$ cat src/hdl/ysrc_pkg.sv
// ----------------------------------------------------------------------------
// ysrc_pkg
// Shared types and constants of the YUYV to RGB converter: register map,
// reset values, Q10 color coefficients and the pixel operand struct.
// ----------------------------------------------------------------------------
package ysrc_pkg;

    // register map
    localparam int CFG_INDEX_WIDTH = 2;
    typedef enum logic [CFG_INDEX_WIDTH-1:0] {
        CFG_FRAME_PIXELS = 2'd0,
        CFG_SYNC_WORD    = 2'd1
    } cfg_reg_t;

    localparam int FRAME_PIXELS_WIDTH = 17;
    localparam int WORD_WIDTH         = 16;
    localparam int CFG_DATA_WIDTH     = 17;

    localparam logic [FRAME_PIXELS_WIDTH-1:0] FRAME_PIXELS_RESET = 17'd19200;
    localparam logic [WORD_WIDTH-1:0]         SYNC_WORD_RESET    = 16'h55AA;

    // frame length bounds
    localparam logic [FRAME_PIXELS_WIDTH-1:0] MIN_FRAME_PIXELS = 17'd2;
    localparam logic [FRAME_PIXELS_WIDTH-1:0] MAX_FRAME_PIXELS = 17'd65536;

    // color math, Q10 fixed point
    localparam int COEF_FRAC_BITS = 10;
    localparam int SUM_WIDTH      = 21;
    localparam logic signed [11:0] COEF_RV = 12'sd1441;
    localparam logic signed [11:0] COEF_GU = 12'sd354;
    localparam logic signed [11:0] COEF_GV = 12'sd734;
    localparam logic signed [11:0] COEF_BU = 12'sd1822;
    localparam logic signed [8:0]  CHROMA_OFFSET = 9'sd128;

    // operands of one pixel conversion
    typedef struct packed {
        logic [7:0] luma;
        logic [7:0] chroma_u;
        logic [7:0] chroma_v;
    } pixel_yuv_t;

    typedef struct packed {
        logic [7:0] red;
        logic [7:0] green;
        logic [7:0] blue;
    } pixel_rgb_t;

endpackage

$ cat src/hdl/ysrc_pixel_conv.sv
// ----------------------------------------------------------------------------
// ysrc_pixel_conv
// One YUV to RGB pixel conversion: constant multiplies in Q10, truncation and
// clamp of each channel to 0..255.
// ----------------------------------------------------------------------------
module ysrc_pixel_conv
    import ysrc_pkg::*;
(
    input  pixel_yuv_t yuv,
    output pixel_rgb_t rgb
);

    logic signed [8:0]           du;
    logic signed [8:0]           dv;
    logic signed [SUM_WIDTH-1:0] luma_q;
    logic signed [SUM_WIDTH-1:0] sum_r;
    logic signed [SUM_WIDTH-1:0] sum_g;
    logic signed [SUM_WIDTH-1:0] sum_b;

    function automatic logic [7:0] to_byte(input logic signed [SUM_WIDTH-1:0] s);
        logic [SUM_WIDTH-COEF_FRAC_BITS-1:0] q;
        q = s[SUM_WIDTH-1:COEF_FRAC_BITS];
        if (s[SUM_WIDTH-1])
            return 8'd0;
        else if (q > 255)
            return 8'd255;
        else
            return q[7:0];
    endfunction

    // chroma offsets and scaled luma
    assign du     = $signed({1'b0, yuv.chroma_u}) - CHROMA_OFFSET;
    assign dv     = $signed({1'b0, yuv.chroma_v}) - CHROMA_OFFSET;
    assign luma_q = $signed({{(SUM_WIDTH-8-COEF_FRAC_BITS){1'b0}}, yuv.luma,
                             {COEF_FRAC_BITS{1'b0}}});

    // channel sums
    assign sum_r = luma_q + SUM_WIDTH'(COEF_RV * dv);
    assign sum_g = luma_q - SUM_WIDTH'(COEF_GU * du) - SUM_WIDTH'(COEF_GV * dv);
    assign sum_b = luma_q + SUM_WIDTH'(COEF_BU * du);

    // clamp to byte range
    assign rgb.red   = to_byte(sum_r);
    assign rgb.green = to_byte(sum_g);
    assign rgb.blue  = to_byte(sum_b);

endmodule

$ cat src/hdl/yuyv_sync_to_rgb_converter_top.sv
// ----------------------------------------------------------------------------
// yuyv_sync_to_rgb_converter_top
// YUYV 4:2:2 stream to RGB888 pixels with frame sync word and frame end flag.
// ----------------------------------------------------------------------------
// The block takes one 16-bit word per cycle (luma in bits 7:0, chroma in bits
// 15:8, U and V alternating) and sustains that rate while out_stall is low:
// every pair of words yields two RGB pixels, which leave one per cycle from
// the output register. The pair register is the only point where the input
// can stall: a pair-completing word waits while the previous pair has not yet
// handed its second pixel to the output register. While searching, words other
// than the sync word are dropped; after sync the configured number of pixels,
// clamped to 2..65536 and rounded up to a whole pair, is taken and the last
// one carries end_of_frame.
module yuyv_sync_to_rgb_converter_top
    import ysrc_pkg::*;
(
    input  logic                       clk,
    input  logic                       rst_n,
    // input stream
    input  logic                       in_valid,
    output logic                       in_stall,
    input  logic [WORD_WIDTH-1:0]      data_word,
    // configuration writes
    input  logic                       cfg_valid,
    output logic                       cfg_ready,
    input  logic [CFG_INDEX_WIDTH-1:0] cfg_index,
    input  logic [CFG_DATA_WIDTH-1:0]  cfg_data,
    // pixel stream
    output logic                       out_valid,
    input  logic                       out_stall,
    output logic [7:0]                 red,
    output logic [7:0]                 green,
    output logic [7:0]                 blue,
    output logic                       last_of_run,
    output logic                       end_of_frame
);

    logic [FRAME_PIXELS_WIDTH-1:0] frame_pixels_reg;
    logic [WORD_WIDTH-1:0]         sync_word_reg;

    logic                          in_frame_reg;
    logic                          odd_phase_reg;
    logic [FRAME_PIXELS_WIDTH-1:0] pixel_index_reg;
    logic [7:0]                    held_luma_reg;
    logic [7:0]                    held_u_reg;

    logic                          pair_valid_reg;
    logic                          pix_sel_reg;
    logic [7:0]                    pair_y0_reg;
    logic [7:0]                    pair_y1_reg;
    logic [7:0]                    pair_u_reg;
    logic [7:0]                    pair_v_reg;
    logic                          pair_eof_reg;

    logic                          out_valid_reg;
    pixel_rgb_t                    rgb_reg;
    logic                          last_reg;
    logic                          eof_reg;

    logic                          in_fire;
    logic                          pair_load;
    logic                          out_load;
    logic                          pair_release;
    logic [FRAME_PIXELS_WIDTH-1:0] limit;
    logic [FRAME_PIXELS_WIDTH:0]   index_sum;
    logic                          frame_end;
    pixel_yuv_t                    conv_in;
    pixel_rgb_t                    conv_out;

    // configuration registers, always ready
    assign cfg_ready = 1'b1;

    always_ff @(posedge clk or negedge rst_n)
    begin
        if (!rst_n)
        begin
            frame_pixels_reg <= FRAME_PIXELS_RESET;
            sync_word_reg    <= SYNC_WORD_RESET;
        end
        else if (cfg_valid)
        begin
            unique case (cfg_index)
                CFG_FRAME_PIXELS: frame_pixels_reg <= cfg_data;
                CFG_SYNC_WORD:    sync_word_reg    <= cfg_data[WORD_WIDTH-1:0];
                default:          ;
            endcase
        end
    end

    // handshakes
    assign out_load     = pair_valid_reg && (!out_valid_reg || !out_stall);
    assign pair_release = out_load && pix_sel_reg;
    assign in_stall     = in_frame_reg && odd_phase_reg && pair_valid_reg && !pair_release;
    assign in_fire      = in_valid && !in_stall;
    assign pair_load    = in_fire && in_frame_reg && odd_phase_reg;

    // frame length limit and end test
    always_comb
    begin
        limit = frame_pixels_reg;
        if (limit < MIN_FRAME_PIXELS)
            limit = MIN_FRAME_PIXELS;
        if (limit > MAX_FRAME_PIXELS)
            limit = MAX_FRAME_PIXELS;
    end

    assign index_sum = {1'b0, pixel_index_reg} + (FRAME_PIXELS_WIDTH+1)'(2);
    assign frame_end = index_sum >= {1'b0, limit};

    // sync search and pair phase
    always_ff @(posedge clk or negedge rst_n)
    begin
        if (!rst_n)
        begin
            in_frame_reg    <= 1'b0;
            odd_phase_reg   <= 1'b0;
            pixel_index_reg <= '0;
        end
        else if (in_fire)
        begin
            if (!in_frame_reg)
            begin
                if (data_word == sync_word_reg)
                begin
                    in_frame_reg    <= 1'b1;
                    odd_phase_reg   <= 1'b0;
                    pixel_index_reg <= '0;
                end
            end
            else if (!odd_phase_reg)
            begin
                odd_phase_reg <= 1'b1;
            end
            else
            begin
                odd_phase_reg <= 1'b0;
                if (frame_end)
                begin
                    in_frame_reg    <= 1'b0;
                    pixel_index_reg <= '0;
                end
                else
                begin
                    pixel_index_reg <= index_sum[FRAME_PIXELS_WIDTH-1:0];
                end
            end
        end
    end

    // held luma and U of the first word
    always_ff @(posedge clk)
    begin
        if (in_fire && in_frame_reg && !odd_phase_reg)
        begin
            held_luma_reg <= data_word[7:0];
            held_u_reg    <= data_word[15:8];
        end
    end

    // pair register control
    always_ff @(posedge clk or negedge rst_n)
    begin
        if (!rst_n)
        begin
            pair_valid_reg <= 1'b0;
            pix_sel_reg    <= 1'b0;
        end
        else
        begin
            if (pair_load)
            begin
                pair_valid_reg <= 1'b1;
                pix_sel_reg    <= 1'b0;
            end
            else if (pair_release)
            begin
                pair_valid_reg <= 1'b0;
                pix_sel_reg    <= 1'b0;
            end
            else if (out_load)
            begin
                pix_sel_reg <= 1'b1;
            end
        end
    end

    // pair payload
    always_ff @(posedge clk)
    begin
        if (pair_load)
        begin
            pair_y0_reg  <= held_luma_reg;
            pair_y1_reg  <= data_word[7:0];
            pair_u_reg   <= held_u_reg;
            pair_v_reg   <= data_word[15:8];
            pair_eof_reg <= frame_end;
        end
    end

    // color conversion of the selected pixel
    assign conv_in.luma     = pix_sel_reg ? pair_y1_reg : pair_y0_reg;
    assign conv_in.chroma_u = pair_u_reg;
    assign conv_in.chroma_v = pair_v_reg;

    ysrc_pixel_conv u_conv (
        .yuv (conv_in),
        .rgb (conv_out)
    );

    // output register
    always_ff @(posedge clk or negedge rst_n)
    begin
        if (!rst_n)
            out_valid_reg <= 1'b0;
        else if (out_load)
            out_valid_reg <= 1'b1;
        else if (!out_stall)
            out_valid_reg <= 1'b0;
    end

    always_ff @(posedge clk)
    begin
        if (out_load)
        begin
            rgb_reg  <= conv_out;
            last_reg <= pix_sel_reg;
            eof_reg  <= pix_sel_reg && pair_eof_reg;
        end
    end

    assign out_valid    = out_valid_reg;
    assign red          = rgb_reg.red;
    assign green        = rgb_reg.green;
    assign blue         = rgb_reg.blue;
    assign last_of_run  = last_reg;
    assign end_of_frame = eof_reg;

endmodule

$ cat config.mk
export PLATFORM = sky130hd
export DESIGN_NAME = yuyv_sync_to_rgb_converter_top
export DESIGN_NICKNAME = d
export VERILOG_FILES = /design/src/hdl/ysrc_pkg.sv /design/src/hdl/ysrc_pixel_conv.sv /design/src/hdl/yuyv_sync_to_rgb_converter_top.sv
export SDC_FILE = /design/constraint.sdc
export NUM_CORES = 1
export LEC_CHECK = 0
export ABC_AREA = 0
export ABC_CLOCK_PERIOD_IN_PS = 20000
export BUFFER_PORTS_ARGS = -buffer_cell sky130_fd_sc_hd__buf_4
export CAP_MARGIN = 0
export CORE_MARGIN = 2
export CORE_UTILIZATION = 50
export CTS_CLUSTER_DIAMETER = 100
export DETAILED_ROUTE_END_ITERATION = 8
export PLACE_DENSITY_LB_ADDON = 0.1
export REMOVE_ABC_BUFFERS = 1
export SETUP_SLACK_MARGIN = 0.3
export SYNTH_ARGS = -nofsm -noshare
export SYNTH_HDL_FRONTEND = slang
export SYNTH_SLANG_ARGS = --single-unit
$ cat constraint.sdc
create_clock -name clk -period 20 [get_ports clk]
set_input_delay 0 -clock clk [delete_from_list [all_inputs] [get_ports clk]]
set_output_delay 0 -clock clk [all_outputs]
set_load 0.03 [all_outputs]
; ---- Yosys cells after proc, flatten, opt, wreduce, memory -nomap -nowiden
; Index checks and enable logic that the tools add are counted.
[totals]
inputBits = 40
ff_bits = 130
output_inout_bits = 29
word_cells = 89
[classes]
addsub = 7
reduce_logical = 24
eq_ne = 4
order_cmp = 6
mux = 24
n_mul = 4
[op_table]
columns = op, count
row1 = two-way mux 17 bit, 6
row2 = adder 19 x 21 -> 21 bit, 2
row3 = "> comparator 11 x 8 -> 1 bit, second input constant", 3
row4 = two-way mux 8 bit, 4
row5 = "multiplier 12 x 9 -> 21 bit, first input constant", 1
row6 = subtractor 19 x 21 -> 21 bit, 1
row7 = subtractor 21 bit, 1
row8 = "multiplier 11 x 9 -> 20 bit, first input constant", 1
row9 = "multiplier 10 x 9 -> 19 bit, first input constant", 1
row10 = "adder 17 x 2 -> 18 bit, second input constant", 1
row11 = >= comparator 18 x 17 -> 1 bit, 1
row12 = "multiplier 9 x 9 -> 18 bit, first input constant", 1
row13 = "subtractor 8 x 8 -> 9 bit, second input constant", 2
row14 = "> comparator 17 bit, second input constant", 1
row15 = "less-than comparator 17 x 2 -> 1 bit, second input constant", 1
row16 = == test 16 bit, 1
row17 = two-way mux 1 bit, 14
row18 = logical AND 1 bit, 10
row19 = AND reduction 2 bit, 3
row20 = zero test 1 bit, 5
row21 = "!= test 2 x 1 -> 1 bit, second input constant", 2
row22 = nonzero test 2 bit, 2
row23 = AND reduction 3 bit, 1
row24 = nonzero test 3 bit, 1
row25 = 3 further kinds, 3

; ---- Longest topological paths before layout
; Gate-level depths: netlist (run 1).
[logic_depth]
depth_word = 11
ltp_mapped = 30
depth_no_buf = 29

; ---- Modules after synthesis
; From an unflattened synthesis (run 1), not the netlist that was laid out.
[hier_totals]
hier_cells = 1189
area_unflattened_um2 = 12634.6
[modules_own_cells]
columns = module, area_per_inst_um2, cells_per_inst, n_inst
row1 = ysrc_pixel_conv, 7269.5, 830, 1
row2 = yuyv_sync_to_rgb_converter_top, 5365.1, 359, 1

; ---- Worst setup path after synthesis (run 1)
; OpenSTA, ideal clock, no wires.
[synth_timing]
path_kind = flip-flop to flip-flop
from = register pair_u_reg[7]
to = register rgb_reg, in the netlist blue[2] (data pin)
slack_ps = 13345
n_path_buf = 1
period_less_slack_ps = 6655
path_stages_with_launch = 30
required_time_ps = 19746
t_arrival_ps = 6401
cell_sequence = edfxtp_1 -> inv_1 -> ha_1 -> inv_1 -> ha_1 -> inv_1 -> fa_1 -> inv_1 -> fa_1 -> inv_1 -> fa_1 -> inv_1 -> ha_1 -> nor3_1 -> nor3_1 -> and2_1 -> nor2_1 -> o21bai_1 -> a21oi_1 -> xnor2_1 -> ha_1 -> o21ai_0 -> o21ai_0 -> a21o_1 -> a21oi_1 -> xor2_1 -> o311ai_0 -> or3b_1 -> buf_6 -> o21a_1
[synth_between]
elab_chain_cells = 5
[synth_lines]
columns = item, line
row1 = start: declaration, yuyv_sync_to_rgb_converter_top.sv:51  ; logic [7:0] pair_u_reg;
row2 = start signal: assignment, yuyv_sync_to_rgb_converter_top.sv:194  ; pair_u_reg <= held_u_reg;
row3 = subtractor 8 x 8 -> 9 bit *, ysrc_pixel_conv.sv:32  ; assign du = $signed({1'b0, yuv.chroma_u}) - CHROMA_OFFSET;
row4 = multiplier 11 x 9 -> 20 bit *, ysrc_pixel_conv.sv:40  ; assign sum_b = luma_q + SUM_WIDTH'(COEF_BU * du);
row5 = adder 19 x 21 -> 21 bit *, ysrc_pixel_conv.sv:40
row6 = > comparator 11 x 8 -> 1 bit, ysrc_pixel_conv.sv:25  ; else if (q > 255)
row7 = two-way mux 8 bit, ysrc_pixel_conv.sv:25
row8 = end signal: assignment, yuyv_sync_to_rgb_converter_top.sv:225  ; rgb_reg <= conv_out;
row9 = end: declaration, yuyv_sync_to_rgb_converter_top.sv:56  ; pixel_rgb_t rgb_reg;
; Every way passes the cells marked *; elsewhere a longest branch is shown, timed or not.
; A chain may end at the register's enable or synchronous reset.

; ---- Worst setup path in the final report (run 1)
[layout_timing]
from = register pair_u_reg[7]
to = register rgb_reg, in the netlist blue[6] (data pin)
; The elaborated chain is that of the path after synthesis.

==> results of run 1 <==
path summary, 6_finish.rpt:
check	cells after the start	slack (ns)	to
worst max-delay path	28	12.62	blue[6]
worst min-delay path	4	0.11	frame_pixels_reg[16]
worst max register to register	28	12.62	blue[6]
max in group asynchronous	2	19.37	out_valid
min in group asynchronous	2	0.13	pixel_index_reg[16]
worst min register to register	0	0.42	pair_u_reg[4]
repair_timing:
action | CTS | global route
hold buffers | 36 | 0
hold endpoints to repair | 111 | 0
endpoints found under the setup margin | 0 | 0
layer usage:
| metal | part of all wire | wire (µm) |
|---|---|---|
| met1 | 0.45 | 11500 |
| met2 | 0.50 | 12800 |
| met4 | 0.014 | 347 |
| met3 | 0.034 | 859 |
| met5 | 0 | 0 |
synth_stat cells (26+ instances only):
cell type  instances  area, µm²
inv_1            219        822
dfrtp_1           42       1050
edfxtp_1          75       2250
fa_1              84       1680
xor2_1            26        228
xnor2_1           53        464
o21a_1            29        218
mux2_2            31        349
a21oi_1           34        170
ha_1             233       2920
o21ai_0           36        180
nand2_1           45        169
nor2_1            45        169
cell type report:
class	count	share of cell area
timing repair buffer	108	0.0631
inverter	219	0.0576
tap	324	0.0284
clock buffer	17	0.0298
clock inverter	15	0.0127
multi-input combinational	804	0.555
sequential	129	0.253
per-stage QoR:
| step | setup WS (ns) | instances | util | hold WS, ns | instance area (µm²) |
|---|---|---|---|---|---|
| after global routing | 11.97 | 1616 | 0.587 | 0.157 | 14300 |
| after CTS | 12.61 | 1616 | 0.587 | 0.0863 | 14300 |
| after floorplan | 13.36 | 1152 | - | -0.296 | 12400 |
| after global placement | 12.79 | 1548 | 0.548 | 0.106 | 13300 |
| after detailed placement | 12.62 | 1548 | 0.548 | 0.0996 | 13300 |
| final | 12.62 | 1616 | 0.587 | 0.109 | 14300 |
kinds of logic (layout without fill, tap and decap cells):
group | after synthesis | in the layout | share of synthesized area
muxes | 39 | 39 | 0.0346
DFF | 129 | 129 | 0.291
AOI/OAI and AO/OA | 178 | 178 | 0.0986
and+or+nand+nor | 188 | 188 | 0.0757
buffers and inverters | 231 | 359 | 0.0708
xor gates and xnor gates | 81 | 81 | 0.0584
adders and majority gates | 317 | 317 | 0.370
other | 1 | 1 | 0.000302
where the power goes:
group / internal [mW] / switching [mW] / total [mW]
Clock: 0.169 / 0.143 / 0.312
Sequential: 0.303 / 0.0164 / 0.319
Combinational: 0.0913 / 0.105 / 0.196
Total: 0.563 / 0.264 / 0.828
worst min-delay path, stage by stage:
cell and delay [ns]:
buf_4 0.09, nor3b_2 0.04, buf_4 0.20, o21ai_0 0.17
==> metrics.txt, run 1 <==
DP HPWL=21,100 µm; Cells after Synth=1,164; nets@finish=1,636; Crit. Startpoint=pair_u_reg[7]; Post-DRT Antenna Nets=0; final hold violation count=0; share of synthesized registers carrying an async set or reset=0.419; CTS root buf=clkbuf_16; Crit Path Max Fanout=11; global placer's final weighted congestion=0.823; final wirelength=25,500 µm; CP max-delay cell=edfxtp_1; vias in the first global route=8,760; critical path launch point type=flop; CTS tree=built; Skew-Pair Late Insertion Delay=0.43 ns; I/O pin total=69; total power=828 µW; hold crit path type=in2reg; warnings from Yosys=0; Leakage Power=7.02 nW; Crit path top cell by count=inv_1; Setup violations, final=0; Setup CP Type=reg2reg; Global Route met3 Usage=0.0357; outcome=finished, final reports clean; # rows=57; Mapped Area=0.0124 mm²; met2 usage=0.383; clk buf depth=2; antenna fix cells=0; Clock Sinks=129; Worst Skew=roughly 0.022 ns; Main synth FF type=edfxtp_1; Slew headroom=0.355; GRT met1 Usage=0.269; setup TNS=0 ns; clock buffers created by TritonCTS=17; most common cell after layout, fill and taps aside=ha_1; IO buf count=67; Max Fclk=around 140 MHz; WP buf/inv=6; CP top delay family=adder cells; minimum clock period=7.38 ns; Pre-antenna DRT Iters=5; Synth cell types=64; Vias per Instance=roughly 5.1; hold path startpoint=cfg_index[1]; cts repair resizes=0; Remaining DRCs=0; initial DRC count=389; initial core utilization=0.511; initial antenna violation count=0; # Max-Cap Violations=0; DIE WIDTH=162 µm; largest net degree at the start of global routing=55; CTS HTree Levels=4; Pins Over Slew Limit=0; share of cells above drive strength 1=0.128; Core Footprint=0.0243 mm²; worst reg2reg path startpoint=pair_u_reg[7]; most frequent cells in the layout=ha_1 (233), inv_1 (219), fa_1 (84); max reg flops=17; DIE HEIGHT=162 µm; Data arrival, critical path=7.55 ns; period utilization=0.369; Synth Register Bits=approximately 130; multi-input logic area=0.00793 mm²; first-pass GRT wire length=between 40,000 and 50,000 µm; die area=0.0261 mm²; CP Data Required Time=~20 ns; sequential cell area=0.00362 mm²; pwr dens=57.9 mW/mm²; Post-CTS Setup Inserts=0; FILL cells=2,046; VDD IR max=0.0500 mV; drt wl/cell=15.8 µm; total gr overflow=0; area delta synth->final=15.0%; measured slew at the worst slew-check pin=0.940 ns; Post-synth EDFFs=75; Seq/Total Area, Yosys=0.291; vias=8,298; Syn Area/Cell=10.7 µm²; slowest stage delay, CP=0.65 ns; Worst Setup End Kind=flop; unrepaired setup endpoints after global routing=false; gr busiest metal=met2; Overall Global Routing Usage=0.213; Clock transition at path regs=~0.07 ns
(Power assumes the default switching activity.)
==> run 2, diff against run 1 <==
--- a/config.mk
+++ b/config.mk
@@ -5,8 +5,8 @@
 export SDC_FILE = /design/constraint.sdc
 export NUM_CORES = 1
 export LEC_CHECK = 0
-export ABC_AREA = 0
-export ABC_CLOCK_PERIOD_IN_PS = 20000
+export ABC_AREA = 1
+export ABC_CLOCK_PERIOD_IN_PS = 6830
 export BUFFER_PORTS_ARGS = -buffer_cell sky130_fd_sc_hd__buf_4
 export CAP_MARGIN = 0
 export CORE_MARGIN = 2
==> constraint.sdc (replaced) <==
create_clock -name clk -period 6.83 [get_ports clk]
set_input_delay 0 -clock clk [delete_from_list [all_inputs] [get_ports clk]]
set_output_delay 0 -clock clk [all_outputs]
set_load 0.03 [all_outputs]
==> metrics.txt, run 2 <==
outcome=finished, final reports clean; # Max-Cap Violations=0 (unchanged); Data arrival, critical path=6.56 ns (-0.99 ns); Synth cell types=49 (-23%); CTS root buf=clkbuf_16; Mapped Area=0.0136 mm² (+9.5%); critical path launch point type=flop; Max Fclk=157 MHz (+16%); warnings from Yosys=0 (unchanged); nets@finish=2,084 (+27%); most common cell after layout, fill and taps aside=inv_1; clock share of power=0.309 (-0.068); largest net degree at the start of global routing=55 (unchanged); die area=0.0285 mm² (+9.3%); # rows=60 (+5.3%); CTS tree=built; Main synth FF type=edfxtp_1; IO buf count=67 (unchanged); placed cells=1,995 (+29%); global placer's final weighted congestion=0.996 (+21%); Clock transition at path regs=0.08 ns (about the same); Skew-Pair Late Insertion Delay=0.43 ns (about the same); Sw Ratio=0.385 (+0.0661); DP HPWL=26,300 µm (+25%); vias in the first global route=10,700 (+22%); final wirelength=32,900 µm (+29%); Pre-antenna DRT Iters=5 (unchanged); total gr overflow=0 (unchanged); Worst Setup End Kind=flop; CP top delay family=adder cells; Internal Power=1.90 mW (+240%); Overall Global Routing Usage=0.238 (+0.0246); clock buffers created by TritonCTS=17 (unchanged); drt wl/cell=15.8 µm (+0.25%); final hold violation count=0 (unchanged); DIE HEIGHT=169 µm (+4.5%); slowest stage delay, CP=0.58 ns (-0.07 ns); share of the synthesized area in the top cell type=0.214 (-0.0204); synth top area cells=ha_1 (21%), edfxtp_1 (17%), fa_1 (12%); initial core utilization=0.507 (-0.00319); Syn Area/Cell=8.60 µm² (-19%); minimum clock period=6.38 ns (-1.00 ns); WP buf/inv=5 (-1); VDD IR max=0.160 mV (+220%); end of the worst register-to-register path=green[7]; Worst Skew=0.0195 ns (-0.00275 ns); DIE WIDTH=169 µm (+4.5%); measured slew at the worst slew-check pin=1.07 ns (+0.128 ns); Clock Sinks=129 (unchanged); hold_ws=0.183 ns (+0.0738 ns); vias=10,800 (+30%); total power=3.09 mW (+270%); unrepaired setup endpoints after global routing=false; Setup CP Type=reg2reg; share of synthesized registers carrying an async set or reset=0.419 (unchanged); worst reg2reg path startpoint=pair_v_reg[2]; sw power=1.19 mW (+350%); I/O pin total=69 (unchanged); Synth Register Bits=129 (unchanged); first-pass GRT wire length=53,300 µm (+22%); Post-synth EDFFs=75 (unchanged); Core Footprint=0.0268 mm² (+10%); initial antenna violation count=0 (unchanged); Leakage Power=8.26 nW (+18%); pwr dens=194 mW/mm² (+230%); largest area contributor in the netlist=ha_1; most frequent cells in the layout=inv_1 (323), nand2_1 (299), ha_1 (223); setup TNS=0 ns (unchanged); antenna fix cells=0 (unchanged); Crit Path Max Fanout=5 (-6); Vias per Instance=5.17 (+0.70%); Post-DRT Antenna Nets=0 (unchanged); Cells after Synth=1,581 (+36%); Worst R2R Setup Slack=0.45 ns (-12.17 ns); max reg flops=17 (unchanged); most common cell in the netlist=inv_1; period utilization=0.934 (+0.565); CP max-delay cell=fa_1; Remaining DRCs=0 (unchanged); area delta synth->final=17.1%; Pins Over Slew Limit=0 (unchanged); Reg2Reg Depth=27 (-3.6%); Slew headroom=0.280 (-0.0750); Seq/Total Area, Yosys=0.266 (-0.0253); Setup violations, final=0 (unchanged); Cell Count, Final, Fillers Out=2,081 (+29%); hold crit path type=in2async; sequential power share=0.312 (-0.074); CTS HTree Levels=4 (unchanged); clk buf depth=2 (unchanged); combinational share of power=0.379 (+0.142); share of cells above drive strength 1=0.125 (-0.00377); CP Data Required Time=7.01 ns (-13.16 ns); Commonest cells post-synth=inv_1 (325), nand2_1 (300), ha_1 (233); initial DRC count=628 (+61%)
==> run 2: cell types whose count changed after synthesis, sizes merged, moves of 26 or more <==
| cell | previous run | this run |
|---|---|---|
| a21oi | 36 | 89 |
| inv | 219 | 326 |
| mux2 | 31 | 0 |
| nand2 | 45 | 304 |
| nand3 | 14 | 57 |
| nand4 | 10 | 36 |
| nor2 | 45 | 76 |
| o21ai | 40 | 71 |
| xnor2 | 54 | 26 |
==> run 2: area by class of cell <==
type	instances	area (µm²)
clock buffer	17	425
clock inverter	15	181
fill	2347	10900
inverter	326	1220
multi-input combinational	1112	8870
sequential	129	3620
tap	341	427
timing repair buffer	141	1170
==> run 2: worst max-delay path by stage <==
stage	start	to	slack, ns	cells after the start
floorplan	pair_u_reg[7]	green[0]	0.48	26
global placement	pair_v_reg[2]	green[7]	0.27	26
detailed placement	pair_v_reg[2]	green[6]	0.14	28
CTS	pair_v_reg[2]	green[6]	0.32	28
global route	pair_v_reg[2]	green[1]	0.23	28
finish	pair_v_reg[2]	green[7]	0.45	27
==> run 2: power by group through the flow <==
stage | combinational, mW | clock, mW | sequential (mW)
after floorplan | 0.714 | 0 | 1.01
after global placement | 1.06 | 0 | 0.978
after detailed placement | 1.06 | 0 | 0.980
after CTS | 1.09 | 0.972 | 0.964
after global routing | 1.31 | 1.00 | 0.972
final | 1.17 | 0.954 | 0.964
==> run 2: kinds of logic (layout without fill, tap and decap cells) <==
group,after synthesis,after routing,synth area share
and+or+nand+nor,523,523,0.171
buffers and inverters,340,499,0.0961
AOI/OAI and AO/OA,194,194,0.0784
DFF,129,129,0.266
xor gates and xnor gates,77,77,0.0496
adders and majority gates,317,317,0.338
other,1,1,0.000276
==> run 2: stage by stage <==
step	utilization	instance area [µm²]	setup WS [ns]
2_1_floorplan	-	13500	0.480
3_3_place_gp	0.545	14600	0.268
3_5_place_dp	0.545	14600	0.141
4_1_cts	0.582	15600	0.323
5_1_grt	0.594	15900	0.225
6_report	0.594	15900	0.449
==> run 2: per-layer routing <==
metal | share of wire | up-vias | GRT usage
met3 | 0.037 | 41 | 0.0302
met1 | 0.46 | 5047 | 0.318
met2 | 0.48 | 239 | 0.404
li1 | - | 5433 | -
met5 | 0 | - | 0
met4 | 0.025 | 0 | 0.0705
==> run 2: worst register-to-register path: stages (launching register included) <==
cell      delay [ns]
edfxtp_1        0.50
ha_4            0.31
fa_1            0.58
fa_1            0.46
fa_1            0.55
inv_1           0.05
fa_1            0.50
inv_1           0.07
ha_4            0.27
nand2_1         0.08
o221ai_4        0.25
a21oi_1         0.10
o21ai_1         0.16
xnor2_1         0.14
inv_1           0.07
fa_1            0.49
inv_1           0.04
ha_1            0.37
a21o_1          0.24
nand2_1         0.06
nand2_1         0.07
a21oi_2         0.18
nand3_1         0.12
nand2_1         0.07
nand2_1         0.08
nor2_4          0.15
buf_4           0.15
a21oi_2         0.04
==> run 2: what timing repair did <==
action                     in CTS  in global routing
buffers inserted                0                 18
setup endpoints to repair       8                  8
pin swaps                       0                 12
hold buffers                   36                  0
resized for setup               3                 39
hold endpoints to repair      110                  0
